`config.mk`:
```
export PLATFORM = sky130hd
export DESIGN_NAME = drum_step_sequencer
export DESIGN_NICKNAME = d
export VERILOG_FILES = /design/src/design/dss_pkg.sv /design/src/design/dss_seq_core.sv /design/src/design/drum_step_sequencer.sv
export SDC_FILE = /design/constraint.sdc
export NUM_CORES = 1
export LEC_CHECK = 0
export ABC_AREA = 1
export BUFFER_PORTS_ARGS = -buffer_cell sky130_fd_sc_hd__buf_2
export CAP_MARGIN = 5
export CORE_UTILIZATION = 57
export DETAILED_ROUTE_END_ITERATION = 7
export PLACE_DENSITY_LB_ADDON = 0.08
export SLEW_MARGIN = 10
export SYNTH_ARGS = -nofsm -noshare
export SYNTH_HDL_FRONTEND = slang
export SYNTH_HIERARCHICAL = 1
export SYNTH_SLANG_ARGS = --single-unit
```
`constraint.sdc`:
```
create_clock -name clk -period 3.5 [get_ports clk]
set_input_delay 0.525 -clock clk [delete_from_list [all_inputs] [get_ports clk]]
set_output_delay 0.525 -clock clk [all_outputs]
set_load 0.05 [all_outputs]
```
`src/design/dss_pkg.sv`:
```
// Shared types and constants for the drum step sequencer.
// Used by dss_seq_core, drum_step_sequencer and dss_checker; no dependencies.
`timescale 1ns / 1ps

package dss_pkg;

	// Field and register widths
	localparam int FRAME_W   = 20;
	localparam int PAT_W     = 16;
	localparam int MASK_W    = 4;
	localparam int IDX_W     = 4;
	localparam int REG_COUNT = 4;
	localparam int ADDR_W    = 4;
	localparam int DATA_W    = 32;
	localparam int S_TDATA_W = 24;
	localparam int M_TDATA_W = 16;

	// Pattern register reset values, track 0 first
	localparam logic [PAT_W-1:0] PAT_RESET [REG_COUNT] = '{
		16'h1111, 16'h1010, 16'h5555, 16'hFFFF
	};

	// Request kinds carried in tuser
	typedef enum logic [1:0] {
		REQ_TICK  = 2'd0,
		REQ_START = 2'd1,
		REQ_STOP  = 2'd2
	} req_type_t;

	// One result item
	typedef struct packed {
		logic              running;
		logic [IDX_W-1:0]  step_index;
		logic [MASK_W-1:0] trigger_mask;
	} dss_result_t;

endpackage

```
`src/design/dss_seq_core.sv`:
```
// Sequencer state (run flag, step, frame counter, trigger arm) and its update.
// Depends on dss_pkg; patterns come from the register bank in the top level.
`timescale 1ns / 1ps

module dss_seq_core import dss_pkg::*; #(
	parameter int STEPS  = 16,
	parameter int TRACKS = 4
) (
	input  logic              clk,
	input  logic              arst_n,
	input  logic              en,
	input  req_type_t         req,
	input  logic [FRAME_W-1:0] frames,
	input  logic [PAT_W-1:0]  pattern [(TRACKS < REG_COUNT) ? TRACKS : REG_COUNT],
	output dss_result_t       result
);

	localparam int NUM_PAT = (TRACKS < REG_COUNT) ? TRACKS : REG_COUNT;
	localparam int POS_W   = $clog2(STEPS);

	logic               run_q, run_d;
	logic               armed_q, armed_d;
	logic [POS_W-1:0]   pos_q, pos_d, pos_inc;
	logic [FRAME_W-1:0] frame_q, frame_d, frame_inc;
	logic [FRAME_W-1:0] len_q, len_d, len_eff;
	logic               wrap;
	logic [MASK_W-1:0]  fire, mask;
	logic [7:0]         pos_cur8, pos_next8;

	// Mask of tracks whose pattern bit is set at the current step
	always_comb begin
		pos_cur8 = 8'(pos_q);
		fire = '0;
		for (int t = 0; t < NUM_PAT; t++) begin
			fire[t] = (pos_cur8 < 8'd16) && pattern[t][pos_cur8[3:0]];
		end
	end

	// Frame and step advance
	assign len_eff   = (len_q == '0) ? FRAME_W'(1) : len_q;
	assign frame_inc = frame_q + FRAME_W'(1);
	assign wrap      = (frame_inc >= len_eff) || (frame_inc == '0);
	assign pos_inc   = (pos_q == POS_W'(STEPS - 1)) ? '0 : pos_q + POS_W'(1);

	// Next state per request kind
	always_comb begin
		run_d   = run_q;
		armed_d = armed_q;
		pos_d   = pos_q;
		frame_d = frame_q;
		len_d   = len_q;
		mask    = '0;
		case (req)
			REQ_START: begin
				if (!run_q) begin
					pos_d   = '0;
					frame_d = '0;
					len_d   = (frames == '0) ? FRAME_W'(1) : frames;
					armed_d = 1'b1;
					run_d   = 1'b1;
				end
			end
			REQ_STOP: begin
				run_d = 1'b0;
			end
			REQ_TICK: begin
				if (run_q) begin
					if (armed_q) begin
						mask    = fire;
						armed_d = 1'b0;
					end
					frame_d = frame_inc;
					if (wrap) begin
						frame_d = '0;
						pos_d   = pos_inc;
						armed_d = 1'b1;
					end
				end
			end
			default: ;
		endcase
	end

	// Result fields reflect the state after this item
	always_comb begin
		pos_next8           = 8'(pos_d);
		result.trigger_mask = mask;
		result.step_index   = pos_next8[IDX_W-1:0];
		result.running      = run_d;
	end

	// Commit state on each accepted transfer
	always_ff @(posedge clk or negedge arst_n) begin
		if (!arst_n) begin
			run_q   <= 1'b0;
			armed_q <= 1'b0;
			pos_q   <= '0;
			frame_q <= '0;
			len_q   <= '0;
		end else if (en) begin
			run_q   <= run_d;
			armed_q <= armed_d;
			pos_q   <= pos_d;
			frame_q <= frame_d;
			len_q   <= len_d;
		end
	end

endmodule

```
`src/design/drum_step_sequencer.sv`:
```
// Drum step sequencer top level: stream ports, APB pattern registers, output register.
// Depends on dss_pkg and dss_seq_core.
//
// Usage:
//   Input stream (s_axis_*): one transfer per request. tuser holds the request
//   kind (sample tick, start, stop); tdata holds the step length in frames,
//   read only by a start. Start while playing and stop while stopped do nothing.
//   Output stream (m_axis_*): exactly one transfer per input transfer, in order,
//   carrying the trigger mask, the step index after the request and the run flag.
//   Output valid rises in the cycle after the input transfer. Throughput is one
//   request per cycle unless stalled: the state update and mask lookup are a
//   single combinational pass between the sequencer state and the output register.
//   When the receiver stalls, the output register holds its transfer and
//   s_axis_tready drops until it is taken; no result is lost or repeated.
//   APB port: four 16-bit track patterns at byte offsets 0, 4, 8, 12; bit n
//   is step n. Write only while the stream is idle. pready is always high.
//   Reset (arst_n low) stops playback, clears step, frame count and trigger,
//   and loads the default patterns.
`timescale 1ns / 1ps

module drum_step_sequencer import dss_pkg::*; #(
	parameter int STEPS  = 16,
	parameter int TRACKS = 4
) (
	input  logic                 clk,
	input  logic                 arst_n,
	// Input stream
	input  logic                 s_axis_tvalid,
	output logic                 s_axis_tready,
	input  logic [S_TDATA_W-1:0] s_axis_tdata,  // [19:0] step_frames, [23:20] zero
	input  logic [1:0]           s_axis_tuser,  // [1:0] req_type
	// Output stream
	output logic                 m_axis_tvalid,
	input  logic                 m_axis_tready,
	output logic [M_TDATA_W-1:0] m_axis_tdata,  // [3:0] trigger_mask, [7:4] step_index,
	                                            // [8] running, [15:9] zero
	// Configuration
	input  logic                 psel,
	input  logic                 penable,
	input  logic                 pwrite,
	input  logic [ADDR_W-1:0]    paddr,
	input  logic [DATA_W-1:0]    pwdata,
	output logic [DATA_W-1:0]    prdata,
	output logic                 pready
);

	localparam int NUM_PAT = (TRACKS < REG_COUNT) ? TRACKS : REG_COUNT;

	logic             in_xfer;
	logic             cfg_wr;
	logic [1:0]       reg_idx;
	logic [PAT_W-1:0] pat_q [NUM_PAT];
	dss_result_t      core_res;
	dss_result_t      out_q;
	logic             out_valid_q;

	assign pready  = 1'b1;
	assign cfg_wr  = psel && penable && pwrite && pready;
	assign reg_idx = paddr[3:2];

	// Pattern register bank
	always_ff @(posedge clk or negedge arst_n) begin
		if (!arst_n) begin
			for (int i = 0; i < NUM_PAT; i++) begin
				pat_q[i] <= PAT_RESET[i];
			end
		end else begin
			for (int i = 0; i < NUM_PAT; i++) begin
				if (cfg_wr && (reg_idx == 2'(i))) begin
					pat_q[i] <= pwdata[PAT_W-1:0];
				end
			end
		end
	end

	// Register read; absent tracks read as zero
	always_comb begin
		prdata = '0;
		for (int i = 0; i < NUM_PAT; i++) begin
			if (reg_idx == 2'(i)) begin
				prdata = DATA_W'(pat_q[i]);
			end
		end
	end

	// Accept while the output register is empty or being drained
	assign s_axis_tready = !out_valid_q || m_axis_tready;
	assign in_xfer       = s_axis_tvalid && s_axis_tready;

	dss_seq_core #(
		.STEPS  (STEPS),
		.TRACKS (TRACKS)
	) u_core (
		.clk     (clk),
		.arst_n  (arst_n),
		.en      (in_xfer),
		.req     (req_type_t'(s_axis_tuser)),
		.frames  (s_axis_tdata[FRAME_W-1:0]),
		.pattern (pat_q),
		.result  (core_res)
	);

	// Output register: load on input transfer, drop when taken
	always_ff @(posedge clk or negedge arst_n) begin
		if (!arst_n) begin
			out_valid_q <= 1'b0;
		end else if (in_xfer) begin
			out_valid_q <= 1'b1;
		end else if (m_axis_tready) begin
			out_valid_q <= 1'b0;
		end
	end

	always_ff @(posedge clk) begin
		if (in_xfer) begin
			out_q <= core_res;
		end
	end

	assign m_axis_tvalid = out_valid_q;
	assign m_axis_tdata  = M_TDATA_W'(out_q);

endmodule

```
### After elaboration in Yosys (flattened, before gate mapping)

Index checks and enable logic that the tools add are counted.

| storage, ports and cells | value |
|---|---|
| bits in registers | 120 |
| input port bits | 69 |
| output and inout port bits | 51 |
| logic and storage cells | 76 |

| operators by class | value |
|---|---|
| add/subtract/negate cells | 2 |
| $lt $le $gt $ge | 2 |
| equality and inequality tests | 8 |
| multiplexer cells | 30 |
| bitwise operators | 1 |
| reduce and logical (&&, ||, !) cells | 20 |

Operator list:

| operator | number |
|---|---|
| $mux 20 | 5 |
| $mux 32 | 3 |
| $logic_not 20->1 | 3 |
| $pmux 20 s2 | 1 |
| $add 20x1->20 const B | 1 |
| $ge 20x20->1 | 1 |
| $bmux 1 s4 | 4 |
| $mux 16 | 1 |
| $mux 4 | 4 |
| $mux 1 | 9 |
| $pmux 4 s2 | 1 |
| $logic_and 1x1->1 | 7 |
| $eq 2x2->1 const B | 3 |
| $reduce_and 3->1 | 2 |
| $lt 4x5->1 const B | 1 |
| $add 4x1->4 const B | 1 |
| $eq 2x1->1 const B | 2 |
| $eq 4x4->1 const B | 1 |
| $logic_not 2->1 | 2 |
| $pmux 1 s2 | 2 |
| $reduce_and 4->1 | 1 |
| $reduce_bool 2->1 | 2 |
| $logic_or 1x1->1 | 2 |
| $ne 2x1->1 const B | 1 |
| 3 further kinds | 3 |

### Logic depth before layout (Yosys ltp)

Gate-level depths: netlist (run 1).

| depth | value |
|---|---|
| depth in word-level cells | 7 |
| gate-level depth with buffers | 21 |
| mapped depth without buffers | 21 |

### Hierarchy

Netlist (run 1), hierarchy kept.

By module, submodules not included:

| module | times used | cells each | area an instance (um^2) | seq. area each (um^2) |
|---|---|---|---|---|
| dss_seq_core | 1 | 550 | 3678.5 | 1151.1 |
| drum_step_sequencer | 1 | 418 | 3570.9 | 1934.4 |

### Worst setup path after synthesis (run 1)

No wires, ideal clock.

| timing path | value |
|---|---|
| path kind | register to register |
| from | reg u_core.frame_q[0] |
| to | reg out_q, in the netlist m_axis_tdata[4], data pin |
| setup time | 0.270 ns |
| data arrival time | 2.433 ns |
| required time | 3.230 ns |
| setup slack | 0.797 ns |
| cell stages (with the launch flop) | 19 |
| buffers on the path | 0 |
| period minus slack after synthesis | 2.703 ns |
| cells stage by stage | dfrtp_1 inv_1 nor2_2 nand3_1 inv_1 nand4_1 xor2_1 inv_1 ha_1 a21oi_1 o21ai_0 nor2_1 nand2_1 nor2_1 nand2_4 nand2_4 nand2_1 nand3_1 o21ai_0 |

RTL lines:

| element | RTL line | source |
|---|---|---|
| start: declaration | dss_seq_core.sv:24 | `logic [FRAME_W-1:0] frame_q, frame_d, frame_inc;` |
| start signal: assignment | dss_seq_core.sv:104 | `frame_q <= frame_d;` |
| end signal: assignment | drum_step_sequencer.sv:116 | `out_q <= core_res;` |
| end: declaration | drum_step_sequencer.sv:54 | `dss_result_t out_q;` |

==> results of run 1 <==
[layer usage]
| layer | share of wire [%] | global-route usage [%] | vias to the layer above |
|---|---|---|---|
| met5 | 0 | 0 | - |
| li1 | - | - | 3230 |
| met1 | 46 | 45.0 | 3095 |
| met2 | 44 | 46.3 | 278 |
| met4 | 1.3 | 9.00 | 0 |
| met3 | 8.2 | 6.96 | 24 |
[cells by family after synthesis]
group	synth area share, %
compound gates	10.1
xor+xnor	0.242
fa+ha+maj	4.31
buf+inv	10.8
flops	42.6
other cells	0.104
simple gates	31.9
[flip-flops by register name (all words and copies together), names as in the netlist]
name	count
u_core/len_q	20
u_core/run_q	1
pat_q	64
u_core/frame_q	20
u_core/armed_q	1
m_axis_tvalid	1
u_core/pos_q	4
m_axis_tdata	9
[power groups by stage]
stage	Combinational, mW	Sequential, mW	Clock (mW)
floorplan	0.867	1.90	0
global placement	1.13	1.93	0
detailed placement	1.16	1.93	0
CTS	1.16	1.91	1.72
global route	1.32	1.95	1.79
finish	1.17	1.92	1.70
[area by class of cell]
class | instances | area share [%]
tap | 168 | 2.58
multi-input combinational | 712 | 42.7
sequential | 120 | 37.8
inverter | 95 | 4.50
clock buffer | 22 | 6.08
timing repair buffer | 79 | 5.22
clock inverter | 10 | 1.14
[worst max-delay path, cell delays in order (launching register included)]
cell and delay (ns):
dfrtp_1 0.43, inv_1 0.11, nor2_2 0.23, nand3_1 0.18
inv_1 0.08, nand4_1 0.15, xor2_2 0.24, inv_1 0.07
ha_1 0.32, a21oi_1 0.14, o21ai_0 0.09, nor2_1 0.11
nand2_1 0.07, nor2_2 0.20, nand2_4 0.11, nand2_4 0.08
nand2_1 0.05, nand3_1 0.10, o21ai_0 0.09
[cell usage in the layout, fill, tap and decap left out, types with 3 or more instances in the layout]
| cell type | instances |
|---|---|
| o22ai_1 | 25 |
| nor4_1 | 7 |
| nand3_1 | 73 |
| clkbuf_8 | 3 |
| buf_2 | 72 |
| nand2_1 | 328 |
| o221ai_1 | 7 |
| o21ai_0 | 62 |
| nor2_4 | 8 |
| inv_1 | 91 |
| edfxtp_1 | 9 |
| a21oi_1 | 12 |
| nor2_2 | 6 |
| nand4_1 | 26 |
| nand2_2 | 12 |
| clkbuf_16 | 18 |
| nor3_1 | 3 |
| dfstp_2 | 30 |
| buf_4 | 6 |
| nor2_1 | 62 |
| clkinvlp_4 | 4 |
| clkinv_2 | 3 |
| a31oi_1 | 4 |
| dfrtp_1 | 81 |
| conb_1 | 24 |
| o21ai_1 | 10 |
| ha_1 | 25 |
[worst max path at each step]
stage	end	startpoint	cells past startpoint	slack, ns
global placement	m_axis_tdata[4]$_DFFE_PP_	u_core/frame_q[0]$_DFFE_PN0P_	18	0.28
floorplan	m_axis_tdata[4]$_DFFE_PP_	u_core/frame_q[0]$_DFFE_PN0P_	18	0.80
detailed placement	u_core/frame_q[2]$_DFFE_PN0P_	u_core/frame_q[0]$_DFFE_PN0P_	16	0.20
global route	m_axis_tdata[7]$_DFFE_PP_	u_core/frame_q[0]$_DFFE_PN0P_	19	0.05
CTS	m_axis_tdata[4]$_DFFE_PP_	u_core/frame_q[0]$_DFFE_PN0P_	18	0.21
finish	m_axis_tdata[4]$_DFFE_PP_	u_core/frame_q[0]$_DFFE_PN0P_	18	0.36
[timing repair]
action                     in CTS  in global routing
setup endpoints to repair       0                 11
gates resized for setup         0                  2
buffers inserted                0                  0
==> flow_summary_export.csv, run 1 <==
group,metric,value,unit
logic_synthesis,synthesis.area,7250,um^2
worst_setup_path,crit_path_end_kind,"register",
floorplanning,start_util,59.4,%
pwr,combPwrFrac,24.4,%
clocking,cts_tree,"built",
place,numPortBuffers,73,
place,dp_slack,0.204,ns
timing,period_share,89.7,%
timing,slew_viol_final,0,
clocking,cts_buffer_depth,2,
timing,setup_viol,0,
place,dp.cells,1174,
place,dpl_cell_area,7560,um^2
pwr,powerDensity,588,nW/um^2
grt,grt_overflow_total,0,
timing,setup_tns,0,ns
timing,fin_hold_ws,0.218,ns
worst_setup_path,reg2reg_slack,0.36,ns
floorplanning,die_x,115,um
worst_setup_path,critPathKind,"register to register",
logic_synthesis,yosysTopAreaCell,"dfrtp_1",
timing,hold_viol,0,
cells_and_area,diodes,0,
job,maxCapViolations,0,
logic_synthesis,synth_edf_count,9,
place,hpwlAfterDp,12400,um
outcome,status,"finished clean",
grt,grt_pass1_vias,6092,
timing,tightest_slew,0.898,ns
cells_and_area,final_area,8150,um^2
pwr,clockPowerShare,35.5,%
floorplanning,coreArea,12200,um^2
floorplanning,die_h,115,um
logic_synthesis,netlist.area_leader.share,28.0,%
timing,rsz0062_at_grt,"no",
logic_synthesis,synthArstFlopShare,92.5,%
timing,setup_ws,0.361,ns
cells_and_area,area_growth,12.5,%
clocking,clk_pin_slew,0.05,ns
grt,grt_pass1_wl,31000,um
pwr,finalPower,4.79,mW
timing,fin_crit,3.14,ns
cells_and_area,fill_cells,1129,
grt,grt.total_usage,30.9,%
cells_and_area,fin_cells,1206,
detailed_routing,ant_nets,0,
logic_synthesis,yosysWarnings,6,
worst_setup_path,reg2regPathDepth,18,
min_path,min-delay-path-class,"primary input to async pin",
logic_synthesis,synthTopCellsByCount,"328 x nand2_1, 91 x inv_1, 81 x dfrtp_1",
floorplanning,die_area,13200,um^2
place,finalWeightedCongestion,0.922,
pwr,seqPwrFrac,40.0,%
detailed_routing,drc_errors,0,
logic_synthesis,synth.most_common_cell,"nand2_1",
grt,grt_max_degree,64,
pwr,p_leak,4.03,nW
worst_setup_path,crit_arrival,3.27,ns
cells_and_area,seq_area,3090,um^2
clocking,numCtsBuffers,17,
logic_synthesis,synth.avg_cell_area,7.49,um^2
timing,max_freq,0.319,GHz
detailed_routing,via_per_inst,5.50,
cells_and_area,multi_input_area,3480,um^2
logic_synthesis,synth_area_leaders,"dfrtp_1 28%, nand2_1 17%, dfstp_2 11%",
floorplanning,io_pins,120,
logic_synthesis,yosysSeqAreaShare,42.6,%
clocking,cts_max_level,4,
clocking,clk_latency,0.42,ns
clocking,cts_hold_buf,0,
logic_synthesis,ys.flop_type,"dfrtp_1",
clocking,cts.sink_count,120,
pwr,power.switching,1.65,mW
cells_and_area,drive_gt1_share,17.1,%
cells_and_area,fin_util,66.8,%
worst_setup_path,rr_startpoint,"u_core/frame_q[0]$_DFFE_PN0P_",
detailed_routing,vias,6627,
detailed_routing,drt-pass1-iter-count,6,
clocking,cts-root-buf,"clkbuf_16",
logic_synthesis,yosysUniqueCellTypes,43,
detailed_routing,drt-wirelength-per-cell,15.5,um
detailed_routing,drt_iter0_drc,665,
worst_setup_path,critPathLaunchType,"register",
floorplanning,rows,40,
cells_and_area,layout.nets,1119,
detailed_routing,wirelength,18600,um
logic_synthesis,synth-seq-cells,120,
worst_setup_path,critPathMaxFanout,5,
pwr,vdd_ir_drop_max,0.433,mV
worst_setup_path,cp_data_required_time,3.64,ns
pwr,cellInternalPower,3.14,mW
pwr,switching_share,34.5,%
timing,fin_skew,0.00693,ns
timing,slew_headroom,39.8,%
grt,antenna_found_initial,0,
logic_synthesis,synthCells,968,
worst_setup_path,rr_endpoint,"m_axis_tdata[4]$_DFFE_PP_",
Power figures use the tool's default switching activity.
==> inputs of run 2 (changes only) <==
--- a/config.mk
+++ b/config.mk
@@ -8,6 +8,7 @@
 export ABC_AREA = 1
 export BUFFER_PORTS_ARGS = -buffer_cell sky130_fd_sc_hd__buf_2
 export CAP_MARGIN = 5
+export CORE_ASPECT_RATIO = 1.4
 export CORE_UTILIZATION = 57
 export DETAILED_ROUTE_END_ITERATION = 7
 export PLACE_DENSITY_LB_ADDON = 0.08
==> flow_summary_export.csv, run 2 (synthesis results as in run 1) <==
group,metric,value,unit
outcome,status,"finished clean",
pwr,powerDensity,610,nW/um^2
timing,max_freq,0.310,GHz
worst_setup_path,critPathKind,"register to register",
cells_and_area,multi_input_area,3470,um^2
place,hpwlAfterDp,13200,um
floorplanning,io_pins,120,
grt,grt_overflow_total,0,
grt,grt.total_usage,30.5,%
detailed_routing,drt_iter0_drc,384,
worst_setup_path,crit_arrival,3.37,ns
clocking,cts_hold_buf,0,
detailed_routing,wl_met1,7160,um
cells_and_area,seq_area,3090,um^2
place,dp.cells,1159,
cells_and_area,largest_reg_flops,64,
worst_setup_path,critPathLaunchType,"register",
timing,hold_viol,0,
worst_setup_path,max_stage_delay,0.38,ns
grt,grt_max_degree,70,
job,maxCapViolations,0,
floorplanning,die_x,97.3,um
worst_setup_path,path_cells,"inv_1 -> nand4_1 -> nor4_1 -> nand4_1 -> o41ai_1 -> ha_1 -> o21ai_0 -> a21boi_0 -> o21ai_0 -> a21oi_1 -> nor2_2 -> nand2_4 -> nand2_4 -> nand2_1 -> nand3_1 -> o21ai_0",
floorplanning,die_area,13200,um^2
detailed_routing,vias,6754,
detailed_routing,drt-pass1-iter-count,5,
clocking,cts_max_level,4,
clocking,cts-root-buf,"clkbuf_16",
detailed_routing,drc_errors,0,
worst_setup_path,crit_path_end_kind,"register",
place,finalWeightedCongestion,0.859,
cells_and_area,largest_register,"pat_q",
floorplanning,rows,48,
pwr,finalPower,5.00,mW
clocking,numCtsBuffers,17,
timing,fin_skew,0.00947,ns
detailed_routing,routed-wl-met3,1200,um
cells_and_area,area_growth,13.2,%
floorplanning,start_util,58.6,%
worst_setup_path,cp_data_required_time,3.65,ns
grt,antenna_found_initial,0,
cells_and_area,fin_util,66.3,%
timing,period_share,92.1,%
timing,setup_tns,0,ns
cells_and_area,layout.nets,1122,
clocking,clk_pin_slew,0.06,ns
detailed_routing,ant_nets,0,
timing,tightest_slew,0.810,ns
worst_setup_path,critPathMaxFanout,5,
detailed_routing,drt-wirelength-per-cell,16.4,um
clocking,cts_buffer_depth,2,
place,numPortBuffers,73,
grt,grt_pass1_wl,31100,um
worst_setup_path,cp_common_cell,"o21ai_0",
cells_and_area,largestRegisters,"pat_q (64), u_core/frame_q (20), u_core/len_q (20)",
floorplanning,die_h,135,um
timing,rsz0062_at_grt,"no",
clocking,cts_tree,"built",
cells_and_area,layout_common_cells,"328 x nand2_1, 91 x inv_1, 81 x dfrtp_1, 73 x nand3_1, 72 x buf_2",
timing,fin_crit,3.22,ns
worst_setup_path,cp_slowest_cell,"o41ai_1",
timing,slew_headroom,46.0,%
detailed_routing,top_layer,"met4",
cells_and_area,fill_cells,1154,
detailed_routing,wirelength,19600,um
clocking,clk_latency,0.42,ns
cells_and_area,diodes,0,
floorplanning,coreArea,12400,um^2
timing,setup_viol,0,
pwr,vdd_ir_drop_max,0.455,mV
timing,slew_viol_final,0,
detailed_routing,via_per_inst,5.67,
min_path,min-delay-path-class,"primary input to async pin",
clocking,cts.sink_count,120,
pwr,p_leak,4.07,nW
cells_and_area,fin_cells,1191,
detailed_routing,wl_met2,10300,um
cells_and_area,drive_gt1_share,17.2,%
cells_and_area,layout_commonest_cell,"nand2_1",
grt,grt_pass1_vias,6439,
-- run 2: cell count changes in the layout (fill, tap and decap cells not counted) --
cell        delta
clkinvlp_4     -2
inv_6          +4
buf_4          +3
clkinv_4       -1
clkbuf_8       -3
xor2_1         +1
bufinv_16      +3
xor2_2         -1
clkinv_2       -2
inv_4          +1
-- run 2: area by class of cell --
type	instances	area share [%]
multi-input cells	712	42.3
flip-flops and latches	120	37.6
clock buffers	19	5.54
repair buffers	82	5.46
inverters	95	4.47
clock inverters	13	2.32
well taps	150	2.29
-- run 2: path summary, 6_finish.rpt --
kind / startpoint / to / slack, ns / depth (start not counted)
worst min register to register: pat_q[12]$_DFFE_PN1P_ / pat_q[12]$_DFFE_PN1P_ / 0.47 / 2
worst max register to register: u_core/len_q[7]$_DFFE_PN0P_ / m_axis_tdata[4]$_DFFE_PP_ / 0.28 / 16
min in group clk: s_axis_tvalid / m_axis_tvalid$_DFFE_PN0P_ / 0.32 / 3
worst min-delay path: arst_n / u_core/len_q[16]$_DFFE_PN0P_ / 0.1 / 1
max in group asynchronous: arst_n / pat_q[6]$_DFFE_PN1P_ / 2.57 / 2
worst max-delay path: u_core/len_q[7]$_DFFE_PN0P_ / m_axis_tdata[4]$_DFFE_PP_ / 0.28 / 16
-- run 2: through the flow --
stage	instance area (um^2)	hold WS [ns]	setup slack, ns
6_report	8200	0.0990	0.275
5_1_grt	8200	0.131	0.0187
2_1_floorplan	7330	0.229	0.797
4_1_cts	8200	0.123	0.254
3_3_place_gp	7560	0.457	0.309
3_5_place_dp	7560	0.461	0.287
-- run 2: report_power, final --
group | internal (mW) | total, mW | switching, mW
Combinational | 0.351 | 1.17 | 0.823
Clock | 1.24 | 1.91 | 0.662
Sequential | 1.72 | 1.92 | 0.202
-- run 2: repair_timing --
item,CTS,global route
hold endpoints to repair,0,0
buffers inserted,0,0
gates resized for setup,0,1
setup endpoints to repair,0,6
-- run 2: critical path: cells and delay by family, from the launching register on --
kind | cells | cell delay [ns]
AND/OR/NAND/NOR | 8 | 1.10
AO/OA/AOI/OAI | 6 | 1.08
flip-flops | 1 | 0.37
adder cells (fa/ha/maj) | 1 | 0.31
buffers and inverters | 1 | 0.10
-- run 2: layer usage --
layer	global-route usage (%)	vias up
li1	-	3239
met1	33.0	3159
met2	55.9	285
met3	5.78	71
met4	17.4	0
met5	0	-
